**src/rtl/stsg_pkg.sv**
```systemverilog
// Shared types, constants and the sine table of the sine tone sample generator.
// Used by stsg_front, stsg_back and sine_tone_sample_generator.
// No dependencies.
`default_nettype none

package stsg_pkg;

  localparam int MAX_CHANNELS    = 8;
  localparam int SINE_TABLE_BITS = 10;
  localparam int QUARTER_BITS    = SINE_TABLE_BITS - 2;
  localparam int LUT_DEPTH       = 1 << QUARTER_BITS;

  localparam int RATE_W  = 18;
  localparam int FREQ_W  = 17;
  localparam int CHAN_W  = 4;
  localparam int CFG_W   = 18;
  localparam int IDX_W   = 3;
  localparam int PROD_W  = RATE_W + FREQ_W;
  localparam int CNT_W   = $clog2(PROD_W + 1);
  localparam int MAG_W   = 16;
  localparam int WORD_W  = 16;
  localparam int CHCNT_W = $clog2(MAX_CHANNELS + 1);

  // configuration register indexes
  localparam logic [IDX_W-1:0] REG_SAMPLE_RATE      = 3'd0;
  localparam logic [IDX_W-1:0] REG_TONE_FREQUENCY   = 3'd1;
  localparam logic [IDX_W-1:0] REG_CHANNEL_COUNT    = 3'd2;
  localparam logic [IDX_W-1:0] REG_WIDE_SAMPLES     = 3'd3;
  localparam logic [IDX_W-1:0] REG_UNSIGNED_SAMPLES = 3'd4;
  localparam logic [IDX_W-1:0] REG_BIG_ENDIAN       = 3'd5;

  typedef enum logic [1:0] {
    TICK_TONE         = 2'b00,
    TICK_TONE_RESTART = 2'b01,
    TICK_SILENT       = 2'b10,
    TICK_SILENT_CLEAR = 2'b11
  } tick_e;

  typedef struct packed {
    logic valid;
    tick_e kind;
  } tick_t;

  typedef struct packed {
    logic [RATE_W-1:0] rate;
    logic [FREQ_W-1:0] freq;
    logic [CHAN_W-1:0] chans;
    logic              wide;
    logic              unsig;
    logic              big;
  } cfg_t;

  typedef logic [MAG_W-1:0] lut_t [LUT_DEPTH];

  // Q15 magnitude of sin(pi/2 * u/65536), 9th order series in Q30
  function automatic logic [MAG_W-1:0] quarter_sine(input logic [16:0] u);
    logic [63:0] t;
    logic [63:0] t2;
    logic [63:0] v;
    logic [63:0] s;
    logic [63:0] m;
    t  = 64'(u) << 14;
    t2 = (t * t) >> 30;
    v  = 64'd172272;
    v  = 64'd5026995    - ((t2 * v) >> 30);
    v  = 64'd85569306   - ((t2 * v) >> 30);
    v  = 64'd693598925  - ((t2 * v) >> 30);
    v  = 64'd1686629713 - ((t2 * v) >> 30);
    s  = (t * v) >> 30;
    m  = (s + 64'd16384) >> 15;
    if (m > 64'd32768) m = 64'd32768;
    return m[MAG_W-1:0];
  endfunction

  function automatic lut_t build_lut();
    lut_t lut;
    for (int k = 0; k < LUT_DEPTH; k++) begin
      lut[k] = quarter_sine(17'(k << (16 - QUARTER_BITS)));
    end
    return lut;
  endfunction

  localparam lut_t SINE_LUT = build_lut();
  localparam logic [MAG_W-1:0] SINE_PEAK = quarter_sine(17'h10000);

endpackage

`default_nettype wire

```
**src/rtl/sine_tone_sample_generator.sv**
```systemverilog
// Sine tone sample generator: one tick transaction in, one formatted sample
// per channel out. Top level; depends on stsg_pkg, stsg_front and stsg_back.
//
// Usage: ticks enter on push/full with restart_i and silent_i; restart_i
// clears the sample index before the tick, silent_i gives level zero and
// keeps the index. Results leave on empty/pop, one per channel, each with the
// same sample_word_o; last_channel_o marks the final one of a tick.
// Registers are written through cfg_we_i/cfg_index_i/cfg_data_i while idle.
// A two-entry tick queue sits ahead of the engine, and the result register
// sits behind it, so ticks keep arriving while results wait to be popped.
// A tone tick runs the bit-serial divider for the index wrap, for
// frequency*index modulo rate and for the phase quotient, with take,
// multiply, lookup and format around it; a silent tick goes straight to
// format. Each tick then emits one result per channel, one per cycle
// while the receiver pops, and the engine takes no new tick until then.
// When the receiver stalls, the engine holds its sample and the queue fills;
// full rises once two ticks wait. Reset empties both queues, clears the
// index and loads the register defaults.
`default_nettype none

module sine_tone_sample_generator (
  input  wire logic                               clk_i,
  input  wire logic                               rst_ni,
  input  wire logic                               cfg_we_i,
  input  wire logic [stsg_pkg::IDX_W-1:0]         cfg_index_i,
  input  wire logic [stsg_pkg::CFG_W-1:0]         cfg_data_i,
  input  wire logic                               push,
  output logic                                    full,
  input  wire logic                               restart_i,
  input  wire logic                               silent_i,
  output logic                                    empty,
  input  wire logic                               pop,
  output logic [stsg_pkg::WORD_W-1:0]             sample_word_o,
  output logic                                    last_channel_o
);

  stsg_pkg::cfg_t  cfg_q, cfg_d;
  stsg_pkg::tick_t tick;
  logic            take;

  always_comb begin
    cfg_d = cfg_q;
    if (cfg_we_i) begin
      unique case (cfg_index_i)
        stsg_pkg::REG_SAMPLE_RATE:      cfg_d.rate  = cfg_data_i[stsg_pkg::RATE_W-1:0];
        stsg_pkg::REG_TONE_FREQUENCY:   cfg_d.freq  = cfg_data_i[stsg_pkg::FREQ_W-1:0];
        stsg_pkg::REG_CHANNEL_COUNT:    cfg_d.chans = cfg_data_i[stsg_pkg::CHAN_W-1:0];
        stsg_pkg::REG_WIDE_SAMPLES:     cfg_d.wide  = cfg_data_i[0];
        stsg_pkg::REG_UNSIGNED_SAMPLES: cfg_d.unsig = cfg_data_i[0];
        stsg_pkg::REG_BIG_ENDIAN:       cfg_d.big   = cfg_data_i[0];
        default: ;
      endcase
    end
  end

  always_ff @(posedge clk_i or negedge rst_ni) begin
    if (!rst_ni) begin
      cfg_q.rate  <= 18'd44100;
      cfg_q.freq  <= 17'd880;
      cfg_q.chans <= 4'd1;
      cfg_q.wide  <= 1'b1;
      cfg_q.unsig <= 1'b0;
      cfg_q.big   <= 1'b0;
    end else begin
      cfg_q <= cfg_d;
    end
  end

  stsg_front u_front (
    .clk_i     (clk_i),
    .rst_ni    (rst_ni),
    .push      (push),
    .full      (full),
    .restart_i (restart_i),
    .silent_i  (silent_i),
    .tick_o    (tick),
    .take_i    (take)
  );

  stsg_back u_back (
    .clk_i          (clk_i),
    .rst_ni         (rst_ni),
    .cfg_i          (cfg_q),
    .tick_i         (tick),
    .take_o         (take),
    .empty          (empty),
    .pop            (pop),
    .sample_word_o  (sample_word_o),
    .last_channel_o (last_channel_o)
  );

  // narrow samples leave the high byte clear
  assert property (@(posedge clk_i) disable iff (!rst_ni)
    (!empty && !cfg_q.wide) |-> (sample_word_o[15:8] == 8'd0))
    else $error("high byte set on 8-bit sample");

  // with a single channel every result closes its frame
  assert property (@(posedge clk_i) disable iff (!rst_ni)
    (!empty && (cfg_q.chans == 4'd0 || cfg_q.chans == 4'd1)) |-> last_channel_o)
    else $error("single-channel result not marked last");

  // a held result is not replaced before it is popped
  assert property (@(posedge clk_i) disable iff (!rst_ni)
    (!empty && !pop) |=> (!empty && $stable(sample_word_o) && $stable(last_channel_o)))
    else $error("result changed while stalled");

endmodule

`default_nettype wire

```
**src/rtl/stsg_front.sv**
```systemverilog
// Front end of the sine tone sample generator: takes tick transactions into a
// two-entry queue and classifies them for the back end. Depends on stsg_pkg.
`default_nettype none

module stsg_front (
  input  wire logic          clk_i,
  input  wire logic          rst_ni,
  input  wire logic          push,
  output logic               full,
  input  wire logic          restart_i,
  input  wire logic          silent_i,
  output stsg_pkg::tick_t    tick_o,
  input  wire logic          take_i
);

  stsg_pkg::tick_e mem_q [2];
  logic            wr_ptr_q, wr_ptr_d;
  logic            rd_ptr_q, rd_ptr_d;
  logic [1:0]      count_q, count_d;
  logic            wr_en, rd_en;

  assign full  = (count_q == 2'd2);
  assign wr_en = push && !full;
  assign rd_en = take_i && (count_q != 2'd0);

  assign tick_o.valid = (count_q != 2'd0);
  assign tick_o.kind  = mem_q[rd_ptr_q];

  always_comb begin
    wr_ptr_d = wr_ptr_q ^ wr_en;
    rd_ptr_d = rd_ptr_q ^ rd_en;
    count_d  = count_q + {1'b0, wr_en} - {1'b0, rd_en};
  end

  always_ff @(posedge clk_i or negedge rst_ni) begin
    if (!rst_ni) begin
      wr_ptr_q <= 1'b0;
      rd_ptr_q <= 1'b0;
      count_q  <= 2'd0;
    end else begin
      wr_ptr_q <= wr_ptr_d;
      rd_ptr_q <= rd_ptr_d;
      count_q  <= count_d;
    end
  end

  always_ff @(posedge clk_i) begin
    if (wr_en) begin
      mem_q[wr_ptr_q] <= stsg_pkg::tick_e'({silent_i, restart_i});
    end
  end

endmodule

`default_nettype wire

```
**src/rtl/stsg_back.sv**
```systemverilog
// Back end of the sine tone sample generator: phase by a shared bit-serial
// divider, sine lookup, formatting and per-channel output register.
// Depends on stsg_pkg.
`default_nettype none

module stsg_back (
  input  wire logic                          clk_i,
  input  wire logic                          rst_ni,
  input  wire stsg_pkg::cfg_t                cfg_i,
  input  wire stsg_pkg::tick_t               tick_i,
  output logic                               take_o,
  output logic                               empty,
  input  wire logic                          pop,
  output logic [stsg_pkg::WORD_W-1:0]        sample_word_o,
  output logic                               last_channel_o
);

  localparam int RW = stsg_pkg::RATE_W;
  localparam int PW = stsg_pkg::PROD_W;
  localparam int QB = stsg_pkg::QUARTER_BITS;
  localparam int SB = stsg_pkg::SINE_TABLE_BITS;
  localparam int CW = stsg_pkg::CNT_W;
  localparam int MW = stsg_pkg::MAG_W;
  localparam int WW = stsg_pkg::WORD_W;
  localparam int HW = stsg_pkg::CHCNT_W;

  typedef enum logic [7:0] {
    ST_IDLE = 8'b0000_0001,
    ST_MOD1 = 8'b0000_0010,
    ST_MUL  = 8'b0000_0100,
    ST_MOD2 = 8'b0000_1000,
    ST_DIV  = 8'b0001_0000,
    ST_LOOK = 8'b0010_0000,
    ST_FMT  = 8'b0100_0000,
    ST_EMIT = 8'b1000_0000
  } state_e;

  state_e          state_q, state_d;
  logic [RW-1:0]   idx_q, idx_d;
  logic [RW-1:0]   rem_q, rem_d;
  logic [PW-1:0]   div_q, div_d;
  logic [SB-1:0]   quot_q, quot_d;
  logic [CW-1:0]   cnt_q, cnt_d;
  logic [MW-1:0]   mag_q, mag_d;
  logic            neg_q, neg_d;
  logic [WW-1:0]   word_q, word_d;
  logic [HW-1:0]   ch_q, ch_d;
  logic            out_valid_q, out_valid_d;
  logic [WW-1:0]   out_word_q, out_word_d;
  logic            out_last_q, out_last_d;

  logic [RW-1:0]   rate_eff;
  logic [RW:0]     trial;
  logic            ge;
  logic [RW:0]     diff;
  logic [RW:0]     pos_inc;
  logic [RW-1:0]   idx_work;
  logic [HW-1:0]   chans_eff;
  logic            restart, silent;

  // sine lookup
  logic [1:0]      quad;
  logic [QB-1:0]   frac;
  logic [QB-1:0]   lut_idx;
  logic [MW-1:0]   mag_look;

  // formatting
  logic [16:0]     level;
  logic [16:0]     mul_in;
  logic [15:0]     mul_k;
  logic [32:0]     fprod;
  logic [WW-1:0]   scaled;
  logic [WW-1:0]   fword;

  logic            slot_free;

  assign rate_eff = (cfg_i.rate == '0) ? RW'(1) : cfg_i.rate;
  assign trial    = {rem_q, div_q[PW-1]};
  assign ge       = (trial >= {1'b0, rate_eff});
  assign diff     = trial - {1'b0, rate_eff};
  assign pos_inc  = {1'b0, rem_q} + (RW+1)'(1);

  assign restart  = tick_i.kind[0];
  assign silent   = tick_i.kind[1];
  assign idx_work = restart ? '0 : idx_q;

  always_comb begin
    if (cfg_i.chans == '0) begin
      chans_eff = HW'(1);
    end else if (32'(cfg_i.chans) > stsg_pkg::MAX_CHANNELS) begin
      chans_eff = HW'(stsg_pkg::MAX_CHANNELS);
    end else begin
      chans_eff = HW'(cfg_i.chans);
    end
  end

  assign quad    = quot_q[SB-1:SB-2];
  assign frac    = quot_q[QB-1:0];
  assign lut_idx = quad[0] ? (QB'(0) - frac) : frac;
  assign mag_look = (quad[0] && frac == '0) ? stsg_pkg::SINE_PEAK
                                             : stsg_pkg::SINE_LUT[lut_idx];

  always_comb begin
    level  = neg_q ? (17'd32768 - 17'(mag_q)) : (17'd32768 + 17'(mag_q));
    mul_in = cfg_i.unsig ? level : 17'(mag_q);
    if (cfg_i.unsig) begin
      mul_k = cfg_i.wide ? 16'd65535 : 16'd255;
    end else begin
      mul_k = cfg_i.wide ? 16'd32767 : 16'd127;
    end
    fprod  = 33'(mul_in) * 33'(mul_k);
    scaled = cfg_i.unsig ? fprod[31:16] : fprod[30:15];
    fword  = (neg_q && !cfg_i.unsig) ? (WW'(0) - scaled) : scaled;
    if (!cfg_i.wide) begin
      fword = {8'd0, fword[7:0]};
    end else if (cfg_i.big) begin
      fword = {fword[7:0], fword[15:8]};
    end
  end

  assign slot_free = !out_valid_q || pop;
  assign take_o    = (state_q == ST_IDLE);

  always_comb begin
    state_d     = state_q;
    idx_d       = idx_q;
    rem_d       = rem_q;
    div_d       = div_q;
    quot_d      = quot_q;
    cnt_d       = cnt_q;
    mag_d       = mag_q;
    neg_d       = neg_q;
    word_d      = word_q;
    ch_d        = ch_q;
    out_valid_d = out_valid_q && !pop;
    out_word_d  = out_word_q;
    out_last_d  = out_last_q;

    unique case (state_q)
      ST_IDLE: begin
        if (tick_i.valid) begin
          idx_d = idx_work;
          if (silent) begin
            mag_d   = '0;
            neg_d   = 1'b0;
            state_d = ST_FMT;
          end else begin
            rem_d   = '0;
            div_d   = {idx_work, (PW-RW)'(0)};
            cnt_d   = CW'(RW);
            state_d = ST_MOD1;
          end
        end
      end
      ST_MOD1, ST_MOD2, ST_DIV: begin
        rem_d  = ge ? diff[RW-1:0] : trial[RW-1:0];
        div_d  = div_q << 1;
        quot_d = {quot_q[SB-2:0], ge};
        cnt_d  = cnt_q - CW'(1);
        if (cnt_q == CW'(1)) begin
          if (state_q == ST_MOD1) begin
            state_d = ST_MUL;
          end else if (state_q == ST_MOD2) begin
            div_d   = '0;
            cnt_d   = CW'(SB);
            state_d = ST_DIV;
          end else begin
            state_d = ST_LOOK;
          end
        end
      end
      ST_MUL: begin
        // remainder holds the wrapped index here
        idx_d   = (pos_inc >= {1'b0, rate_eff}) ? '0 : pos_inc[RW-1:0];
        div_d   = PW'(cfg_i.freq) * PW'(rem_q);
        rem_d   = '0;
        cnt_d   = CW'(PW);
        state_d = ST_MOD2;
      end
      ST_LOOK: begin
        mag_d   = mag_look;
        neg_d   = quad[1] && (mag_look != '0);
        state_d = ST_FMT;
      end
      ST_FMT: begin
        word_d  = fword;
        ch_d    = '0;
        state_d = ST_EMIT;
      end
      ST_EMIT: begin
        if (slot_free) begin
          out_valid_d = 1'b1;
          out_word_d  = word_q;
          out_last_d  = (ch_q + HW'(1) == chans_eff);
          ch_d        = ch_q + HW'(1);
          if (ch_q + HW'(1) == chans_eff) begin
            state_d = ST_IDLE;
          end
        end
      end
      default: state_d = ST_IDLE;
    endcase
  end

  always_ff @(posedge clk_i or negedge rst_ni) begin
    if (!rst_ni) begin
      state_q     <= ST_IDLE;
      idx_q       <= '0;
      cnt_q       <= '0;
      ch_q        <= '0;
      out_valid_q <= 1'b0;
    end else begin
      state_q     <= state_d;
      idx_q       <= idx_d;
      cnt_q       <= cnt_d;
      ch_q        <= ch_d;
      out_valid_q <= out_valid_d;
    end
  end

  always_ff @(posedge clk_i) begin
    rem_q      <= rem_d;
    div_q      <= div_d;
    quot_q     <= quot_d;
    mag_q      <= mag_d;
    neg_q      <= neg_d;
    word_q     <= word_d;
    out_word_q <= out_word_d;
    out_last_q <= out_last_d;
  end

  assign empty          = !out_valid_q;
  assign sample_word_o  = out_word_q;
  assign last_channel_o = out_last_q;

endmodule

`default_nettype wire
```
**config.mk**
```make
export PLATFORM = sky130hd
export DESIGN_NAME = sine_tone_sample_generator
export DESIGN_NICKNAME = d
export VERILOG_FILES = /design/src/rtl/stsg_pkg.sv /design/src/rtl/sine_tone_sample_generator.sv /design/src/rtl/stsg_front.sv /design/src/rtl/stsg_back.sv
export SDC_FILE = /design/constraint.sdc
export NUM_CORES = 2
export LEC_CHECK = 0
export BUFFER_PORTS_ARGS = -buffer_cell sky130_fd_sc_hd__buf_2
export CELL_PAD_IN_SITES_DETAIL_PLACEMENT = 0
export CELL_PAD_IN_SITES_GLOBAL_PLACEMENT = 2
export CORE_MARGIN = 2
export CORE_UTILIZATION = 40
export CTS_BUF_LIST = sky130_fd_sc_hd__clkbuf_8
export CTS_CLUSTER_DIAMETER = 120
export CTS_CLUSTER_SIZE = 12
export DETAILED_ROUTE_END_ITERATION = 16
export PLACE_DENSITY = 0.79
export SKIP_CTS_REPAIR_TIMING = 1
export SLEW_MARGIN = 40
export SYNTH_ARGS = -nofsm -noshare
export SYNTH_HDL_FRONTEND = slang
export SYNTH_SLANG_ARGS = --single-unit
```
**constraint.sdc**
```tcl
create_clock -name clk_i -period 15.97 [get_ports clk_i]
set_clock_uncertainty 0.15 [all_clocks]
set_input_delay 3.194 -clock clk_i [delete_from_list [all_inputs] [get_ports clk_i]]
set_output_delay 3.194 -clock clk_i [all_outputs]
set_load 0.01 [all_outputs]
```
==> results.ini <==
[final_layout]
drive_gt1_share_pct = 6.732
area_growth_pct = 5.502
final_nets = 4353
fillCellCount = 8160
final_area_mm2 = 0.03402
final_util_pct = 42.44

[setup_path]
crit_fanout = 26
crit_type = reg -> reg
start_kind = flop
worstPathArrival_ps = 10430
r2r_end = u_back.word_q[6]
r2r_cells = 33
cp_slowest_cell = xnor2_1
cp-end-kind = flop
worst_path_most_repeated_cell = fa_1
cpPeakStageDelay_ps = 620
required_ps = 16130
reg2reg_from = cfg_q[1]
rrSetupSlack_ps = 5700

[logic_synthesis]
synth_area_leaders = fa_1 (25%), edfxtp_1 (11%), ha_1 (11%)
yosysSeqAreaShare_pct = 17.39
synth_top_area_share_pct = 25.39
synth_edf_count = 117
ys_ff_latch = 200
yosys.area.top_type = fa_1
async_flop_share_pct = 41.50
synth_area_mm2 = 0.03225
synth_cell_types = 108
synth_nets = 4433
avgSynthCellArea_um2 = 8.666
synthFlopType = edfxtp_1
ys_warn_count = 0
synthCells = 3721

[global_route]
grt_pass1_wl_um = 154600
grt_pass1_vias = 26350
antenna_found_initial = 1
grt_max_degree = 75
grt_overflow = 0
grt_use_total_pct = 24.00

[sta]
fin_ws_ps = 5703
hold_viol = 0
fmax_ghz = 0.09740
fin_tns_setup_ps = 0
slew_headroom_pct = 43.28
rsz0062_at_grt = false
finalMaxSlewViolations = 0
finalSetupViolations = 0
max_slew.worst_pin.slew_ps = 850.7
layout_min_cycle_time_ps = 10270
post-route-period-util_pct = 64.29

[die]
core_area_mm2 = 0.08016
io_pins = 47
die_y_um = 287.9
start_util_pct = 40.23
die_w_um = 287.9
rows = 104
fp.dieArea_mm2 = 0.08290

[placement]
port_buffers = 46
dpl_cell_area_mm2 = 0.03358
pre_cts_ws_ps = 5669
dp_hpwl_um = 75630
globalplace.congestion = 0.9379

[route]
antenna_left = 0
dr_wl_met2_um = 43690
wl_met3_um = 5082
first_pass_iters = 5
num_vias = 26180
drcViolationCount = 0
met1Wirelength_um = 45610
wirelength_um = 97460
drt-initial-drc-count = 2016
top_layer_used = met4
viasPerCell = 5.550
routedWlPerCell_um = 20.66

[outcome]
status = complete, no violations

[cts]
clk_pin_slew_ps = 110
clockRootBuffer = clkbuf_8
h-tree-depth = 4
clock_path_buffers = 2
clk-insertion-delay-late_ps = 560
cts_tree = yes
clock_sinks = 200
cts_buffers = 17

[min_path]
hold_start = u_back.word_q[14]
holdCritPathClass = reg -> reg
hold_end = u_back.sample_word_o[14]
holdPathStages = 0

[job]
drv_cap = 0

cell usage after synthesis (8+ instances only):
library cell,number
inv_1,587
nand2_1,467
fa_1,409
ha_1,275
nor2_1,218
o21ai_0,191
a21oi_1,168
clkbuf_1,139
and2_1,122
edfxtp_1,117
xnor2_1,83
dfrtp_1,69
nand3_1,58
nor3_1,57
xor2_1,46
a21o_1,43
buf_2,41
a31oi_1,38
a211oi_1,34
mux2i_1,32
nor2b_1,30
mux2_2,29
o211ai_1,28
buf_1,21
o21ai_1,21
a22oi_1,18
nand4_1,18
o21a_1,18
o22ai_1,18
a221oi_1,17
and3_1,16
nand2b_1,16
nor4_1,16
o31ai_1,16
dfstp_2,14
o311ai_0,14
a311oi_1,12
o21bai_1,11
o221ai_1,10
or3_1,10
o2111ai_1,8
per-layer routing:
metal  track usage (%)  vias up
met2             37.56      762
met4             7.979        0
met3             2.924      159
met5                 0        -
li1                  -    12230
met1             34.39    13040
critical path, delay by kind of cell (launching register included):
family	cells	cell delay [ps]
xor+xnor	3	900
mux	1	180
compound gates	7	1570
simple gates	8	1840
fa+ha+maj	8	3480
flops	1	340
buf+inv	6	1530
logic make-up after synthesis:
| family | Yosys count | share of synthesized area [%] |
|---|---|---|
| flip-flops | 200 | 17.39 |
| multiplexers | 62 | 2.053 |
| buffers and inverters | 801 | 9.588 |
| XOR/XNOR | 132 | 3.655 |
| adder cells (fa/ha/maj) | 685 | 36.09 |
| AO/OA/AOI/OAI | 756 | 15.40 |
| AND/OR/NAND/NOR | 1085 | 15.82 |
area by class of cell:
type	instances	area [um^2]	share of cell area (%)
antenna	4	10.01	0.02942
timing repair buffer	108	721.9	2.122
multi-input combinational	2720	23710	69.69
clock inverter	15	180.2	0.5296
tap	1060	1326	3.898
clock buffer	17	234.0	0.6878
inverter	594	2230	6.554
sequential	200	5608	16.48
how the worst max path moves through the flow:
| stage | startpoint | endpoint | slack, ps | depth (start not counted) |
|---|---|---|---|---|
| global placement | u_back.mag_q[2] | u_back.word_q[14] | 5900 | 33 |
| CTS | cfg_q[1] | u_back.word_q[6] | 5690 | 33 |
| detailed placement | u_back.mag_q[2] | u_back.word_q[6] | 5670 | 33 |
| floorplan | u_back.mag_q[4] | u_back.word_q[14] | 6850 | 34 |
| global route | u_back.mag_q[2] | u_back.word_q[6] | 4970 | 33 |
| finish | cfg_q[1] | u_back.word_q[6] | 5700 | 33 |
state kept, by name, indices dropped and copies added, names as in the netlist, 6 cells and up:
name / count
u_back.cnt_q: 6
u_back.sample_word_o: 16
u_back.state_q: 8
u_back.div_q: 35
u_back.rem_q: 18
cfg_q: 42
u_back.idx_q: 18
u_back.mag_q: 16
u_back.word_q: 16
u_back.quot_q: 10
cell usage in the layout, fill, tap and decap left out, types with 29 or more instances in the layout:
cell type,netlist,layout
dfrtp_1,69,69
edfxtp_1,117,117
a21o_1,43,43
buf_2,41,45
xnor2_1,83,79
nand2_1,467,466
fa_1,409,409
mux2_2,29,29
nor2_1,218,216
a211oi_1,34,34
nor3_1,57,56
and2_1,122,122
mux2i_1,32,32
buf_4,3,59
o21ai_0,191,191
a21oi_1,168,168
xor2_1,46,43
ha_1,275,275
inv_1,587,588
a31oi_1,38,37
nor2b_1,30,30
nand3_1,58,57
stage by stage:
| stage | hold WS, ps | std cells |
|---|---|---|
| global route | 300.1 | 4715 |
| CTS | 289.7 | 4714 |
| global placement | 254.4 | 4679 |
| finish | 286.2 | 4718 |
| floorplan | 250.3 | 3721 |
| detailed placement | 261.0 | 4682 |
Power is left out: the tool's default activity adds up to more than one toggle a clock period on the data nets, which glitch-free logic cannot reach.
